`config.mk`:
```
export PLATFORM = sky130hd
export DESIGN_NAME = rs485_rtu_frame_receiver_flat
export DESIGN_NICKNAME = d
export VERILOG_FILES = /design/src/hw/rtl/rtufr_pkg.sv /design/src/hw/rtl/rtufr_if.sv /design/src/hw/rtl/rs485_rtu_frame_receiver.sv /design/src/hw/rtl/rtufr_timers.sv /design/src/flat_wrapper.sv
export SDC_FILE = /design/constraint.sdc
export NUM_CORES = 2
export LEC_CHECK = 0
export BUFFER_PORTS_ARGS = -buffer_cell sky130_fd_sc_hd__buf_2
export CAP_MARGIN = 10
export CORE_MARGIN = 2
export CORE_UTILIZATION = 45
export DETAILED_ROUTE_END_ITERATION = 6
export SLEW_MARGIN = 20
export SYNTH_ARGS = -nofsm -noshare
export SYNTH_HDL_FRONTEND = slang
export SYNTH_HIERARCHICAL = 1
export SYNTH_SLANG_ARGS = --single-unit
export TNS_END_PERCENT = 50
```
`constraint.sdc`:
```
create_clock -name clk -period 4 [get_ports clk]
set_clock_uncertainty 0.2 [all_clocks]
set_input_delay 0 -clock clk [delete_from_list [all_inputs] [get_ports clk]]
set_output_delay 0 -clock clk [all_outputs]
set_load 0.01 [all_outputs]
```
`src/hw/rtl/rtufr_pkg.sv`:
```
// Shared constants, opcodes and timer control types for the RS485 RTU frame receiver.
package rtufr_pkg;

    localparam int BUFFER_DEPTH      = 256;
    localparam int RESPONSE_PRESCALE = 100;
    localparam int MS_TO_UNITS       = 10;

    localparam int ADDR_W     = $clog2(BUFFER_DEPTH);
    localparam int COUNT_W    = $clog2(BUFFER_DEPTH + 1);
    localparam int PRESCALE_W = (RESPONSE_PRESCALE > 1) ? $clog2(RESPONSE_PRESCALE) : 1;

    localparam int OP_W      = 4;
    localparam int BYTE_W    = 8;
    localparam int TMS_W     = 16;
    localparam int IDX_W     = 8;
    localparam int CNT_OUT_W = 9;
    localparam int SIL_W     = 16;
    localparam int RSP_W     = 20;

    localparam int PDATA_W = 32;
    localparam int PADDR_W = 3;

    localparam logic [SIL_W-1:0]     SILENCE_LIMIT_RESET   = 16'd2005;
    localparam logic [RSP_W-1:0]     RESPONSE_RELOAD_RESET = 20'd10000;
    localparam logic [PADDR_W-3:0]   REG_SILENCE_LIMIT     = '0;

    typedef enum logic [OP_W-1:0] {
        OP_TICK      = 4'd0,
        OP_RX_BYTE   = 4'd1,
        OP_ARM       = 4'd2,
        OP_STOP      = 4'd3,
        OP_FLUSH     = 4'd4,
        OP_CLR_FRAME = 4'd5,
        OP_CLR_TMO   = 4'd6,
        OP_READ      = 4'd7,
        OP_TX_START  = 4'd8,
        OP_TX_DONE   = 4'd9
    } opcode_t;

    typedef struct packed {
        logic tick;
        logic arm;
        logic stop;
        logic byte_clr;
    } tmr_ctrl_t;

    typedef struct packed {
        logic sil_exp;
        logic rsp_exp;
        logic running;
    } tmr_stat_t;

endpackage

```
`src/hw/rtl/rtufr_if.sv`:
```
// Valid/ready channel interfaces for the frame receiver request and result transactions.
interface rtufr_in_if;
    import rtufr_pkg::*;

    logic               valid;
    logic               ready;
    logic [OP_W-1:0]    opcode;
    logic [BYTE_W-1:0]  rx_byte;
    logic [TMS_W-1:0]   resp_timeout;
    logic [IDX_W-1:0]   read_index;

    modport source (output valid, output opcode, output rx_byte, output resp_timeout,
                    output read_index, input ready);
    modport sink   (input valid, input opcode, input rx_byte, input resp_timeout,
                    input read_index, output ready);
endinterface

interface rtufr_out_if;
    import rtufr_pkg::*;

    logic                 valid;
    logic                 ready;
    logic                 driver_enable;
    logic                 frame_ready;
    logic                 response_timed_out;
    logic                 tx_complete;
    logic [CNT_OUT_W-1:0] byte_count;
    logic [BYTE_W-1:0]    read_data;
    logic                 timers_running;

    modport source (output valid, output driver_enable, output frame_ready,
                    output response_timed_out, output tx_complete, output byte_count,
                    output read_data, output timers_running, input ready);
    modport sink   (input valid, input driver_enable, input frame_ready,
                    input response_timed_out, input tx_complete, input byte_count,
                    input read_data, input timers_running, output ready);
endinterface

```
`src/hw/rtl/rs485_rtu_frame_receiver.sv`:
```
// Top level of the RS485 RTU receive framer: request pipeline, frame buffer, flags, APB register.
// Takes one transaction per clock while the result channel is not stalled; each passes one input
// register stage and one result register stage, with all flag, count and timer updates done
// in the single step between them and the frame buffer read registered into the result stage.
// While a result waits, the input register still takes one more transaction. The frame buffer
// holds BUFFER_DEPTH bytes, needs no clearing after reset and only returns bytes stored since
// the last flush. APB register at byte address 0: silence_limit (16 bits, reset 2005).
module rs485_rtu_frame_receiver (
    input  logic                          clk,
    input  logic                          rst_n,
    rtufr_in_if.sink                      item,
    rtufr_out_if.source                   result,
    input  logic                          psel,
    input  logic                          penable,
    input  logic                          pwrite,
    input  logic [rtufr_pkg::PADDR_W-1:0] paddr,
    input  logic [rtufr_pkg::PDATA_W-1:0] pwdata,
    output logic [rtufr_pkg::PDATA_W-1:0] prdata,
    output logic                          pready
);
    import rtufr_pkg::*;

    localparam int CMP_W = IDX_W + COUNT_W;

    // input register stage
    logic               a_valid_reg;
    logic [OP_W-1:0]    a_op_reg;
    logic [BYTE_W-1:0]  a_byte_reg;
    logic [TMS_W-1:0]   a_tms_reg;
    logic [IDX_W-1:0]   a_idx_reg;

    // result stage and block state
    logic               b_valid_reg;
    logic [COUNT_W-1:0] count_reg,   count_next;
    logic               frame_reg,   frame_next;
    logic               timeout_reg, timeout_next;
    logic               txdone_reg,  txdone_next;
    logic               driver_reg,  driver_next;
    logic [BYTE_W-1:0]  rd_q_reg;
    logic               rd_hit_reg,  rd_hit_next;
    logic [SIL_W-1:0]   silence_limit_reg;

    logic [BYTE_W-1:0]  frame_mem [BUFFER_DEPTH];

    logic               in_accept;
    logic               b_advance;
    logic               cnt_full;
    logic               mem_we;
    logic               cfg_wr;
    logic               cfg_sel;
    tmr_ctrl_t          tctrl;
    tmr_stat_t          tstat;

    assign b_advance  = a_valid_reg && (!b_valid_reg || result.ready);
    assign item.ready = !a_valid_reg || b_advance;
    assign in_accept  = item.valid && item.ready;

    always_ff @(posedge clk or negedge rst_n)
    begin
        if (!rst_n)
        begin
            a_valid_reg <= 1'b0;
            b_valid_reg <= 1'b0;
        end
        else
        begin
            if (in_accept)
                a_valid_reg <= 1'b1;
            else if (b_advance)
                a_valid_reg <= 1'b0;

            if (b_advance)
                b_valid_reg <= 1'b1;
            else if (result.ready)
                b_valid_reg <= 1'b0;
        end
    end

    always_ff @(posedge clk)
    begin
        if (in_accept)
        begin
            a_op_reg   <= item.opcode;
            a_byte_reg <= item.rx_byte;
            a_tms_reg  <= item.resp_timeout;
            a_idx_reg  <= item.read_index;
        end
    end

    // timer control
    assign tctrl.tick     = b_advance && (a_op_reg == OP_TICK);
    assign tctrl.arm      = b_advance && (a_op_reg == OP_ARM);
    assign tctrl.stop     = b_advance && (a_op_reg == OP_STOP);
    assign tctrl.byte_clr = b_advance && (a_op_reg == OP_RX_BYTE) && !driver_reg;

    rtufr_timers u_timers (
        .clk           (clk),
        .rst_n         (rst_n),
        .ctrl          (tctrl),
        .silence_limit (silence_limit_reg),
        .resp_timeout  (a_tms_reg),
        .stat          (tstat)
    );

    assign cnt_full = (count_reg == COUNT_W'(BUFFER_DEPTH));
    assign mem_we   = tctrl.byte_clr && !cnt_full;

    always_comb
    begin
        count_next   = count_reg;
        frame_next   = frame_reg;
        timeout_next = timeout_reg;
        txdone_next  = txdone_reg;
        driver_next  = driver_reg;
        rd_hit_next  = 1'b0;

        case (a_op_reg)
            OP_TICK:
            begin
                if (tstat.sil_exp)
                begin
                    if (count_reg != '0)
                        frame_next = 1'b1;
                end
                else if (tstat.rsp_exp)
                begin
                    timeout_next = 1'b1;
                end
            end
            OP_RX_BYTE:
            begin
                if (!driver_reg && !cnt_full)
                    count_next = count_reg + 1'b1;
            end
            OP_FLUSH:
            begin
                count_next   = '0;
                frame_next   = 1'b0;
                timeout_next = 1'b0;
            end
            OP_CLR_FRAME:
                frame_next = 1'b0;
            OP_CLR_TMO:
                timeout_next = 1'b0;
            OP_READ:
                rd_hit_next = CMP_W'(a_idx_reg) < CMP_W'(count_reg);
            OP_TX_START:
            begin
                txdone_next = 1'b0;
                driver_next = 1'b1;
            end
            OP_TX_DONE:
            begin
                driver_next = 1'b0;
                txdone_next = 1'b1;
            end
            default:
            begin
            end
        endcase
    end

    always_ff @(posedge clk or negedge rst_n)
    begin
        if (!rst_n)
        begin
            count_reg   <= '0;
            frame_reg   <= 1'b0;
            timeout_reg <= 1'b0;
            txdone_reg  <= 1'b0;
            driver_reg  <= 1'b0;
        end
        else if (b_advance)
        begin
            count_reg   <= count_next;
            frame_reg   <= frame_next;
            timeout_reg <= timeout_next;
            txdone_reg  <= txdone_next;
            driver_reg  <= driver_next;
        end
    end

    // frame buffer: one write port, one registered read port
    always_ff @(posedge clk)
    begin
        if (mem_we)
            frame_mem[count_reg[ADDR_W-1:0]] <= a_byte_reg;
        if (b_advance)
        begin
            rd_q_reg   <= frame_mem[ADDR_W'(a_idx_reg)];
            rd_hit_reg <= rd_hit_next;
        end
    end

    // APB register
    assign pready  = 1'b1;
    assign cfg_sel = (paddr[PADDR_W-1:2] == REG_SILENCE_LIMIT);
    assign cfg_wr  = psel && penable && pwrite && pready;
    assign prdata  = cfg_sel ? PDATA_W'(silence_limit_reg) : '0;

    always_ff @(posedge clk or negedge rst_n)
    begin
        if (!rst_n)
            silence_limit_reg <= SILENCE_LIMIT_RESET;
        else if (cfg_wr && cfg_sel)
            silence_limit_reg <= pwdata[SIL_W-1:0];
    end

    // result channel
    assign result.valid              = b_valid_reg;
    assign result.driver_enable      = driver_reg;
    assign result.frame_ready        = frame_reg;
    assign result.response_timed_out = timeout_reg;
    assign result.tx_complete        = txdone_reg;
    assign result.byte_count         = CNT_OUT_W'(count_reg);
    assign result.read_data          = rd_hit_reg ? rd_q_reg : '0;
    assign result.timers_running     = tstat.running;

    // assertions
    a_stall_holds_state: assert property (@(posedge clk) disable iff (!rst_n)
        (b_valid_reg && !result.ready) |=> ($stable(count_reg) && $stable(frame_reg)
            && $stable(timeout_reg) && $stable(driver_reg)))
        else $error("state changed while result stalled");

    a_flush_clears: assert property (@(posedge clk) disable iff (!rst_n)
        (b_advance && (a_op_reg == OP_FLUSH)) |=> ((count_reg == '0) && !frame_reg
            && !timeout_reg))
        else $error("flush did not clear count and flags");

    a_silence_stops: assert property (@(posedge clk) disable iff (!rst_n)
        (b_advance && tstat.sil_exp) |=> !tstat.running)
        else $error("timers still running after silence expiry");

    a_driver_blocks_rx: assert property (@(posedge clk) disable iff (!rst_n)
        (b_advance && (a_op_reg == OP_RX_BYTE) && driver_reg) |=> $stable(count_reg))
        else $error("byte stored while driver enabled");

endmodule

```
`src/hw/rtl/rtufr_timers.sv`:
```
// Inter-character silence timer, response prescaler and response timer.
module rtufr_timers (
    input  logic                        clk,
    input  logic                        rst_n,
    input  rtufr_pkg::tmr_ctrl_t        ctrl,
    input  logic [rtufr_pkg::SIL_W-1:0] silence_limit,
    input  logic [rtufr_pkg::TMS_W-1:0] resp_timeout,
    output rtufr_pkg::tmr_stat_t        stat
);
    import rtufr_pkg::*;

    localparam logic [PRESCALE_W-1:0] PRESCALE_LAST = PRESCALE_W'(RESPONSE_PRESCALE - 1);

    logic [SIL_W-1:0]      sil_cnt_reg,    sil_cnt_next;
    logic [RSP_W-1:0]      rsp_cnt_reg,    rsp_cnt_next;
    logic [RSP_W-1:0]      rsp_reload_reg, rsp_reload_next;
    logic [PRESCALE_W-1:0] pre_cnt_reg,    pre_cnt_next;
    logic                  running_reg,    running_next;
    logic                  sil_exp;
    logic                  rsp_exp;

    always_comb
    begin
        sil_cnt_next    = sil_cnt_reg;
        rsp_cnt_next    = rsp_cnt_reg;
        rsp_reload_next = rsp_reload_reg;
        pre_cnt_next    = pre_cnt_reg;
        running_next    = running_reg;
        sil_exp         = 1'b0;
        rsp_exp         = 1'b0;

        if (ctrl.tick && running_reg)
        begin
            if (sil_cnt_reg >= silence_limit)
                sil_exp = 1'b1;
            else
                sil_cnt_next = sil_cnt_reg + 1'b1;

            if (pre_cnt_reg == PRESCALE_LAST)
            begin
                pre_cnt_next = '0;
                if (rsp_cnt_reg >= rsp_reload_reg)
                    rsp_exp = 1'b1;
                else
                    rsp_cnt_next = rsp_cnt_reg + 1'b1;
            end
            else
            begin
                pre_cnt_next = pre_cnt_reg + 1'b1;
            end

            if (sil_exp || rsp_exp)
                running_next = 1'b0;
        end

        if (ctrl.byte_clr)
            sil_cnt_next = '0;

        if (ctrl.arm)
        begin
            rsp_reload_next = RSP_W'(resp_timeout) * RSP_W'(MS_TO_UNITS);
            rsp_cnt_next    = '0;
            pre_cnt_next    = '0;
            sil_cnt_next    = '0;
            running_next    = 1'b1;
        end

        if (ctrl.stop)
            running_next = 1'b0;
    end

    always_ff @(posedge clk or negedge rst_n)
    begin
        if (!rst_n)
        begin
            sil_cnt_reg    <= '0;
            rsp_cnt_reg    <= '0;
            rsp_reload_reg <= RESPONSE_RELOAD_RESET;
            pre_cnt_reg    <= '0;
            running_reg    <= 1'b0;
        end
        else
        begin
            sil_cnt_reg    <= sil_cnt_next;
            rsp_cnt_reg    <= rsp_cnt_next;
            rsp_reload_reg <= rsp_reload_next;
            pre_cnt_reg    <= pre_cnt_next;
            running_reg    <= running_next;
        end
    end

    assign stat.sil_exp = sil_exp;
    assign stat.rsp_exp = rsp_exp;
    assign stat.running = running_reg;

endmodule
```
`src/flat_wrapper.sv`:
```
// flat-port wrapper written by rule: the top's interface ports become plain ports
module rs485_rtu_frame_receiver_flat import rtufr_pkg::*;
  (clk, rst_n, psel, penable, pwrite, paddr, pwdata, prdata, pready, item_valid, item_opcode, item_rx_byte, item_resp_timeout, item_read_index, item_ready, result_valid, result_driver_enable, result_frame_ready, result_response_timed_out, result_tx_complete, result_byte_count, result_read_data, result_timers_running, result_ready);
  rtufr_in_if item_i ();
  rtufr_out_if result_i ();
  input  logic clk;
  input  logic rst_n;
  input  logic psel;
  input  logic penable;
  input  logic pwrite;
  input  logic [rtufr_pkg::PADDR_W-1:0] paddr;
  input  logic [rtufr_pkg::PDATA_W-1:0] pwdata;
  output logic [rtufr_pkg::PDATA_W-1:0] prdata;
  output logic pready;
  input wire logic [$bits(item_i.valid)-1:0] item_valid;
  input wire logic [$bits(item_i.opcode)-1:0] item_opcode;
  input wire logic [$bits(item_i.rx_byte)-1:0] item_rx_byte;
  input wire logic [$bits(item_i.resp_timeout)-1:0] item_resp_timeout;
  input wire logic [$bits(item_i.read_index)-1:0] item_read_index;
  output wire logic [$bits(item_i.ready)-1:0] item_ready;
  output wire logic [$bits(result_i.valid)-1:0] result_valid;
  output wire logic [$bits(result_i.driver_enable)-1:0] result_driver_enable;
  output wire logic [$bits(result_i.frame_ready)-1:0] result_frame_ready;
  output wire logic [$bits(result_i.response_timed_out)-1:0] result_response_timed_out;
  output wire logic [$bits(result_i.tx_complete)-1:0] result_tx_complete;
  output wire logic [$bits(result_i.byte_count)-1:0] result_byte_count;
  output wire logic [$bits(result_i.read_data)-1:0] result_read_data;
  output wire logic [$bits(result_i.timers_running)-1:0] result_timers_running;
  input wire logic [$bits(result_i.ready)-1:0] result_ready;
  assign item_i.valid = item_valid;
  assign item_i.opcode = item_opcode;
  assign item_i.rx_byte = item_rx_byte;
  assign item_i.resp_timeout = item_resp_timeout;
  assign item_i.read_index = item_read_index;
  assign item_ready = item_i.ready;
  assign result_valid = result_i.valid;
  assign result_driver_enable = result_i.driver_enable;
  assign result_frame_ready = result_i.frame_ready;
  assign result_response_timed_out = result_i.response_timed_out;
  assign result_tx_complete = result_i.tx_complete;
  assign result_byte_count = result_i.byte_count;
  assign result_read_data = result_i.read_data;
  assign result_timers_running = result_i.timers_running;
  assign result_i.ready = result_ready;
  rs485_rtu_frame_receiver u_core (.clk(clk), .rst_n(rst_n), .item(item_i), .result(result_i), .psel(psel), .penable(penable), .pwrite(pwrite), .paddr(paddr), .pwdata(pwdata), .prdata(prdata), .pready(pready));
endmodule
```
# After elaboration in Yosys (flattened, before gate mapping)

Memories as Yosys holds them, arrays and structs flattened. A register that Yosys moved wholly into a read port is not among the register bits.
Cells that the tools add are included.

Logic and storage cells: 128
Flip-flop bits (word level): 131
Memories kept: 1
Output and inout bits: 57
Bits in writable memories: 2048
Input bits: 78

Reduce and logical (&&, ||, !) cells: 42
Equal/unequal tests: 18
Muxes and demuxes: 40
Multiply operators: 1
Add/subtract/negate cells: 4
Magnitude comparators: 3
Bitwise logic cells: 1

Memory list:

| name             | words | bits a word | read ports | clocked after Yosys merged registers in | write ports | RTL line                       | RTL |
|---|---|---|---|---|---|---|---|
| u_core.frame_mem | 256   | 8           | 1          | 1                                       | 1           | rs485_rtu_frame_receiver.sv:43 | `logic [BYTE_W-1:0] frame_mem [BUFFER_DEPTH];` |

Operators with widths:

| kind                  | count |
|---|---|
| $mux 16               | 5 |
| $mux 20               | 4 |
| $mux 1                | 21 |
| $mux 7                | 3 |
| $add 20x1->20 const B | 1 |
| $ge 20x20->1          | 1 |
| $mul 16x3->19 const B | 1 |
| $pmux 9 s2            | 1 |
| $add 16x1->16 const B | 1 |
| $eq 4x3->1 const B    | 4 |
| $ge 16x16->1          | 1 |
| $reduce_bool 2->1     | 8 |
| $logic_and 1x1->1     | 13 |
| $ne 2x2->1 const B    | 5 |
| $add 9x1->9 const B   | 1 |
| $eq 9x9->1 const B    | 1 |
| $lt 8x9->1            | 1 |
| $mux 9                | 1 |
| $reduce_bool 3->1     | 3 |
| $reduce_bool 9->1     | 1 |
| $eq 4x2->1 const B    | 2 |
| $eq 4x4->1 const B    | 2 |
| $mux 8                | 1 |
| $pmux 1 s2            | 4 |
| 13 further kinds      | 23 |

# Depth between registers and ports, before layout

Depth after elaboration: 11
Mapped depth: 14
Mapped depth without buffers: 11

# Modules after synthesis

Netlist, hierarchy kept.

Modules (own cells, without submodules):

| module                   | cells an instance | seq. area each (sq um) | area an instance (sq um) | instances |
|---|---|---|---|---|
| rs485_rtu_frame_receiver | 3817              | 63636.0                | 82161.3                  | 1 |
| rtufr_timers             | 545               | 1582.8                 | 4832.1                   | 1 |

# Worst setup path after synthesis

Ideal clock, no wire load.

Kind: register -> register
Start point: register u_core.a_byte_reg[0]
End point: memory u_core.frame_mem[0][0], data pin
Cell stages (with the launch flop): 1
Path slack: -0.246 ns
Clock period less this slack: 4.246 ns
Required time: 2.983 ns
Library setup time: 0.817 ns
Path buffers: 0
Data arrival time: 3.228 ns
Cells stage by stage: edfxtp_1

RTL lines:

| what                   | RTL line                       | RTL |
|---|---|---|
| start, declared        | rs485_rtu_frame_receiver.sv:28 | `logic [BYTE_W-1:0] a_byte_reg;` |
| start signal, assigned | rs485_rtu_frame_receiver.sv:84 | `a_byte_reg <= item.rx_byte;` |
| end, declared          | rs485_rtu_frame_receiver.sv:43 |  |

Straight into the memory's write port.

==> out/summary.txt <==
status -> finished clean
Synth top area share -> 72.2%
Final Max Tran Viols -> 0
crit-path cells -> nand3_1 -> buf_4 -> o221ai_1 -> o22ai_1 -> o41ai_1 -> a31oi_1 -> buf_4 -> nor3_1
Synth Register Bits -> 2,187
Clock power frac -> 41.0%
Cell Area, Synth -> 87,000 µm²
Worst Max-Slew Pin Slew -> 1.15 ns
pin count of the biggest net entering global routing -> 212
hold violation count in the final report -> 0
WL per Instance -> 27.4 µm
post-cts sizing count -> 0
top-count cell post-synth -> edfxtp_1
utilization after layout -> 52.5%
initial antenna violation count -> 4
internal power -> 38.3 mW
max-cap violations -> 0
crit end category -> register
slowest cell delay on critical path -> 0.70 ns
Tmin final -> 3.73 ns
Arr. time, crit path -> 4.19 ns
Worst Hold Class -> primary input to async pin
Root Driver -> clkbuf_16
die width -> 444 µm
IO Count -> 135
biggest area consumer among synthesized cells -> edfxtp_1
share of layout cells above drive strength 1 -> 26.7%
net switching power -> 11.0 mW
sw frac -> 22.3%
share of flip-flops with an asynchronous set or reset -> 4.30%
CP Launch Type -> register
first-pass GRT wire length -> 307,000 µm
Comb pwr share -> 7.2%
slowest CP cell -> nand3_1
CP bufs+invs -> 2
DR iter-0 viols -> 4,581
Port Buffers -> 99
core footprint -> 192,000 µm²
syn_area_per_cell -> 19.9 µm²
Synth area leaders -> edfxtp_1 (72%), mux4_2 (13%), dfrtp_1 (2.3%)
Most used DFF post-synth -> edfxtp_1
top cells by count, synth -> edfxtp_1 (2,093), mux4_2 (513), nor2_1 (334), clkbuf_1 (119), nand2_1 (107)
register area share after synthesis -> 75.0%
crit path max fanout -> 13
CTS tree -> built
P&R area growth vs syn -> 16.1%
vias in the first global route -> 44,746
drt pass-1 iters -> 6
total routed wirelength -> 209,000 µm
DP HPWL -> 129,000 µm
Peak Freq -> 268 MHz
max_slew headroom -> 23.4%
setup violators final -> 0
CTS Buf Count -> 219
CP most frequent cell -> buf_4
gr ovfl total -> 0
worst skew pair latency -> 0.85 ns
total power per unit cell area -> 487 nW/µm²
LEAKAGE -> 33.3 nW
DRC -> 0
via count -> 44,229
via/cell ratio -> 5.80
die area -> 197,000 µm²
GRT Total Usage -> 21.2%
FP Rows -> 161
Post-Layout Cell Count -> 7,631
clock sink count -> 2,187
Starting Density -> 45.2%
H-tree levels -> 4
WS Path Type -> register to register
post-route design area -> 101,000 µm²
Critical Path RT -> 4.46 ns
max reg flops -> 2,048
RSZ-0062 raised after global routing -> false
Placed Cells -> 7,101
nets@finish -> 5,080
crit-path leading delay family -> compound AO/OA/AOI/OAI gates
register share of total power -> 51.9%
Tcrit/Tclk final -> 93.1%
die height -> 444 µm
Reg clk slew, reported paths -> 0.06 ns
CTS max path bufs -> 3
Netlist cell types -> 69
Synth Warn # -> 6
Post-synth EDFFs -> 2,093
Placed Area -> 92,700 µm²
Post-Syn Instances -> 4,362
VDD IR-drop max -> 357 µV
routability cong. -> 0.796
Post-DRT Antenna Nets -> 0
total power -> 49.2 mW
## through the flow
stage	setup slack [ns]	TNS [ns]	hold slack [ns]
after floorplan	-0.246	-503.25	-0.496
after global routing	0.0914	0	0.122
final	0.275	0	0.110
after detailed placement	0.223	0	-0.0219
after global placement	0.363	0	-0.0236
after CTS	0.169	0	0.0624
## routing by layer
metal / track usage, % / vias to the layer above / routed length [µm]
met5: 0 / - / 0
met4: 5.01 / 0 / 4050
met3: 2.98 / 240 / 12100
met2: 34.9 / 1390 / 104000
met1: 30.1 / 23579 / 88800
li1: - / 19020 / -
## cell usage in the layout (no fill, tap or decap), drive strengths merged, types with 8 or more instances in the layout
| cell type | instances |
|---|---|
| nor3 | 43 |
| or2 | 8 |
| nand4 | 25 |
| or4 | 14 |
| or3 | 11 |
| inv | 57 |
| nor2b | 31 |
| a21o | 16 |
| and2 | 16 |
| xnor2 | 13 |
| clkinvlp | 8 |
| dlygate4sd3 | 127 |
| mux4 | 513 |
| bufinv | 19 |
| ha | 77 |
| nand2 | 107 |
| nand3 | 56 |
| o21ai | 35 |
| nand2b | 16 |
| a211oi | 29 |
| a22oi | 94 |
| a31o | 10 |
| o221ai | 20 |
| buf | 466 |
| o31ai | 12 |
| mux2i | 103 |
| mux2 | 25 |
| o22ai | 33 |
| nor2 | 334 |
| a221oi | 9 |
| a22o | 19 |
| dfstp | 13 |
| edfxtp | 2093 |
| a31oi | 8 |
| a21oi | 94 |
| and3 | 12 |
| clkinv | 98 |
| clkbuf | 269 |
| conb | 17 |
| dfrtp | 81 |
## timing repair
item,CTS,global route
setup buffers,0,0
hold endpoints to repair,201,0
hold buffers,128,0
## worst paths after layout
kind | startpoint | endpoint | slack, ns | cells after the start
worst max-delay path | u_core/a_idx_reg[2] | u_core/rd_q_reg[5] | 0.27 | 8
worst min-delay path | rst_n | u_core/u_timers/rsp_reload_reg[9] | 0.11 | 3
worst max register to register | u_core/a_idx_reg[2] | u_core/rd_q_reg[5] | 0.27 | 8
worst min register to register | u_core/u_timers/rsp_reload_reg[10] | u_core/u_timers/rsp_reload_reg[10] | 0.30 | 2
max in group asynchronous | rst_n | u_core/u_timers/rsp_reload_reg[4] | 3.04 | 4
min in group clk | item_rx_byte[7] | u_core/a_byte_reg[7] | 0.18 | 3
## final cells by class
cell class | instances | area [µm²]
multi-input cells | 1873 | 20300
diodes | 1 | 2.50
inverters | 50 | 188
flip-flops and latches | 2187 | 65200
clock buffers | 269 | 5810
fillers | 15045 | 91400
well taps | 2526 | 3160
clock inverters | 132 | 1240
repair buffers | 593 | 5090
## logic make-up (layout without fill, tap and decap cells)
| logic type | Yosys count | count (layout) | synth area share [%] |
|---|---|---|---|
| fa+ha+maj | 78 | 78 | 1.13 |
| simple gates | 699 | 699 | 3.74 |
| compound gates | 419 | 419 | 3.33 |
| other cells | 2 | 18 | 0.00863 |
| flops | 2187 | 2187 | 75.0 |
| buf+inv | 317 | 1044 | 1.85 |
| xor+xnor | 19 | 19 | 0.191 |
| mux | 641 | 641 | 14.8 |
## worst reg2reg max path, cell delays in order (launching register included)
cell	delay (ns)
edfxtp_1	0.69
nand3_1	0.70
buf_4	0.42
o221ai_1	0.40
o22ai_1	0.25
o41ai_1	0.37
a31oi_1	0.14
buf_4	0.19
nor3_1	0.19
## power by group through the flow
stage	Clock, mW	Combinational (mW)	Sequential [mW]
2_1_floorplan	0	1.94	26.2
3_3_place_gp	0	3.39	26.0
3_5_place_dp	0	3.43	26.0
4_1_cts	20.5	3.58	25.5
5_1_grt	21.4	3.82	25.5
6_report	20.2	3.53	25.5
Note: power is estimated with default switching activity, not from simulation.
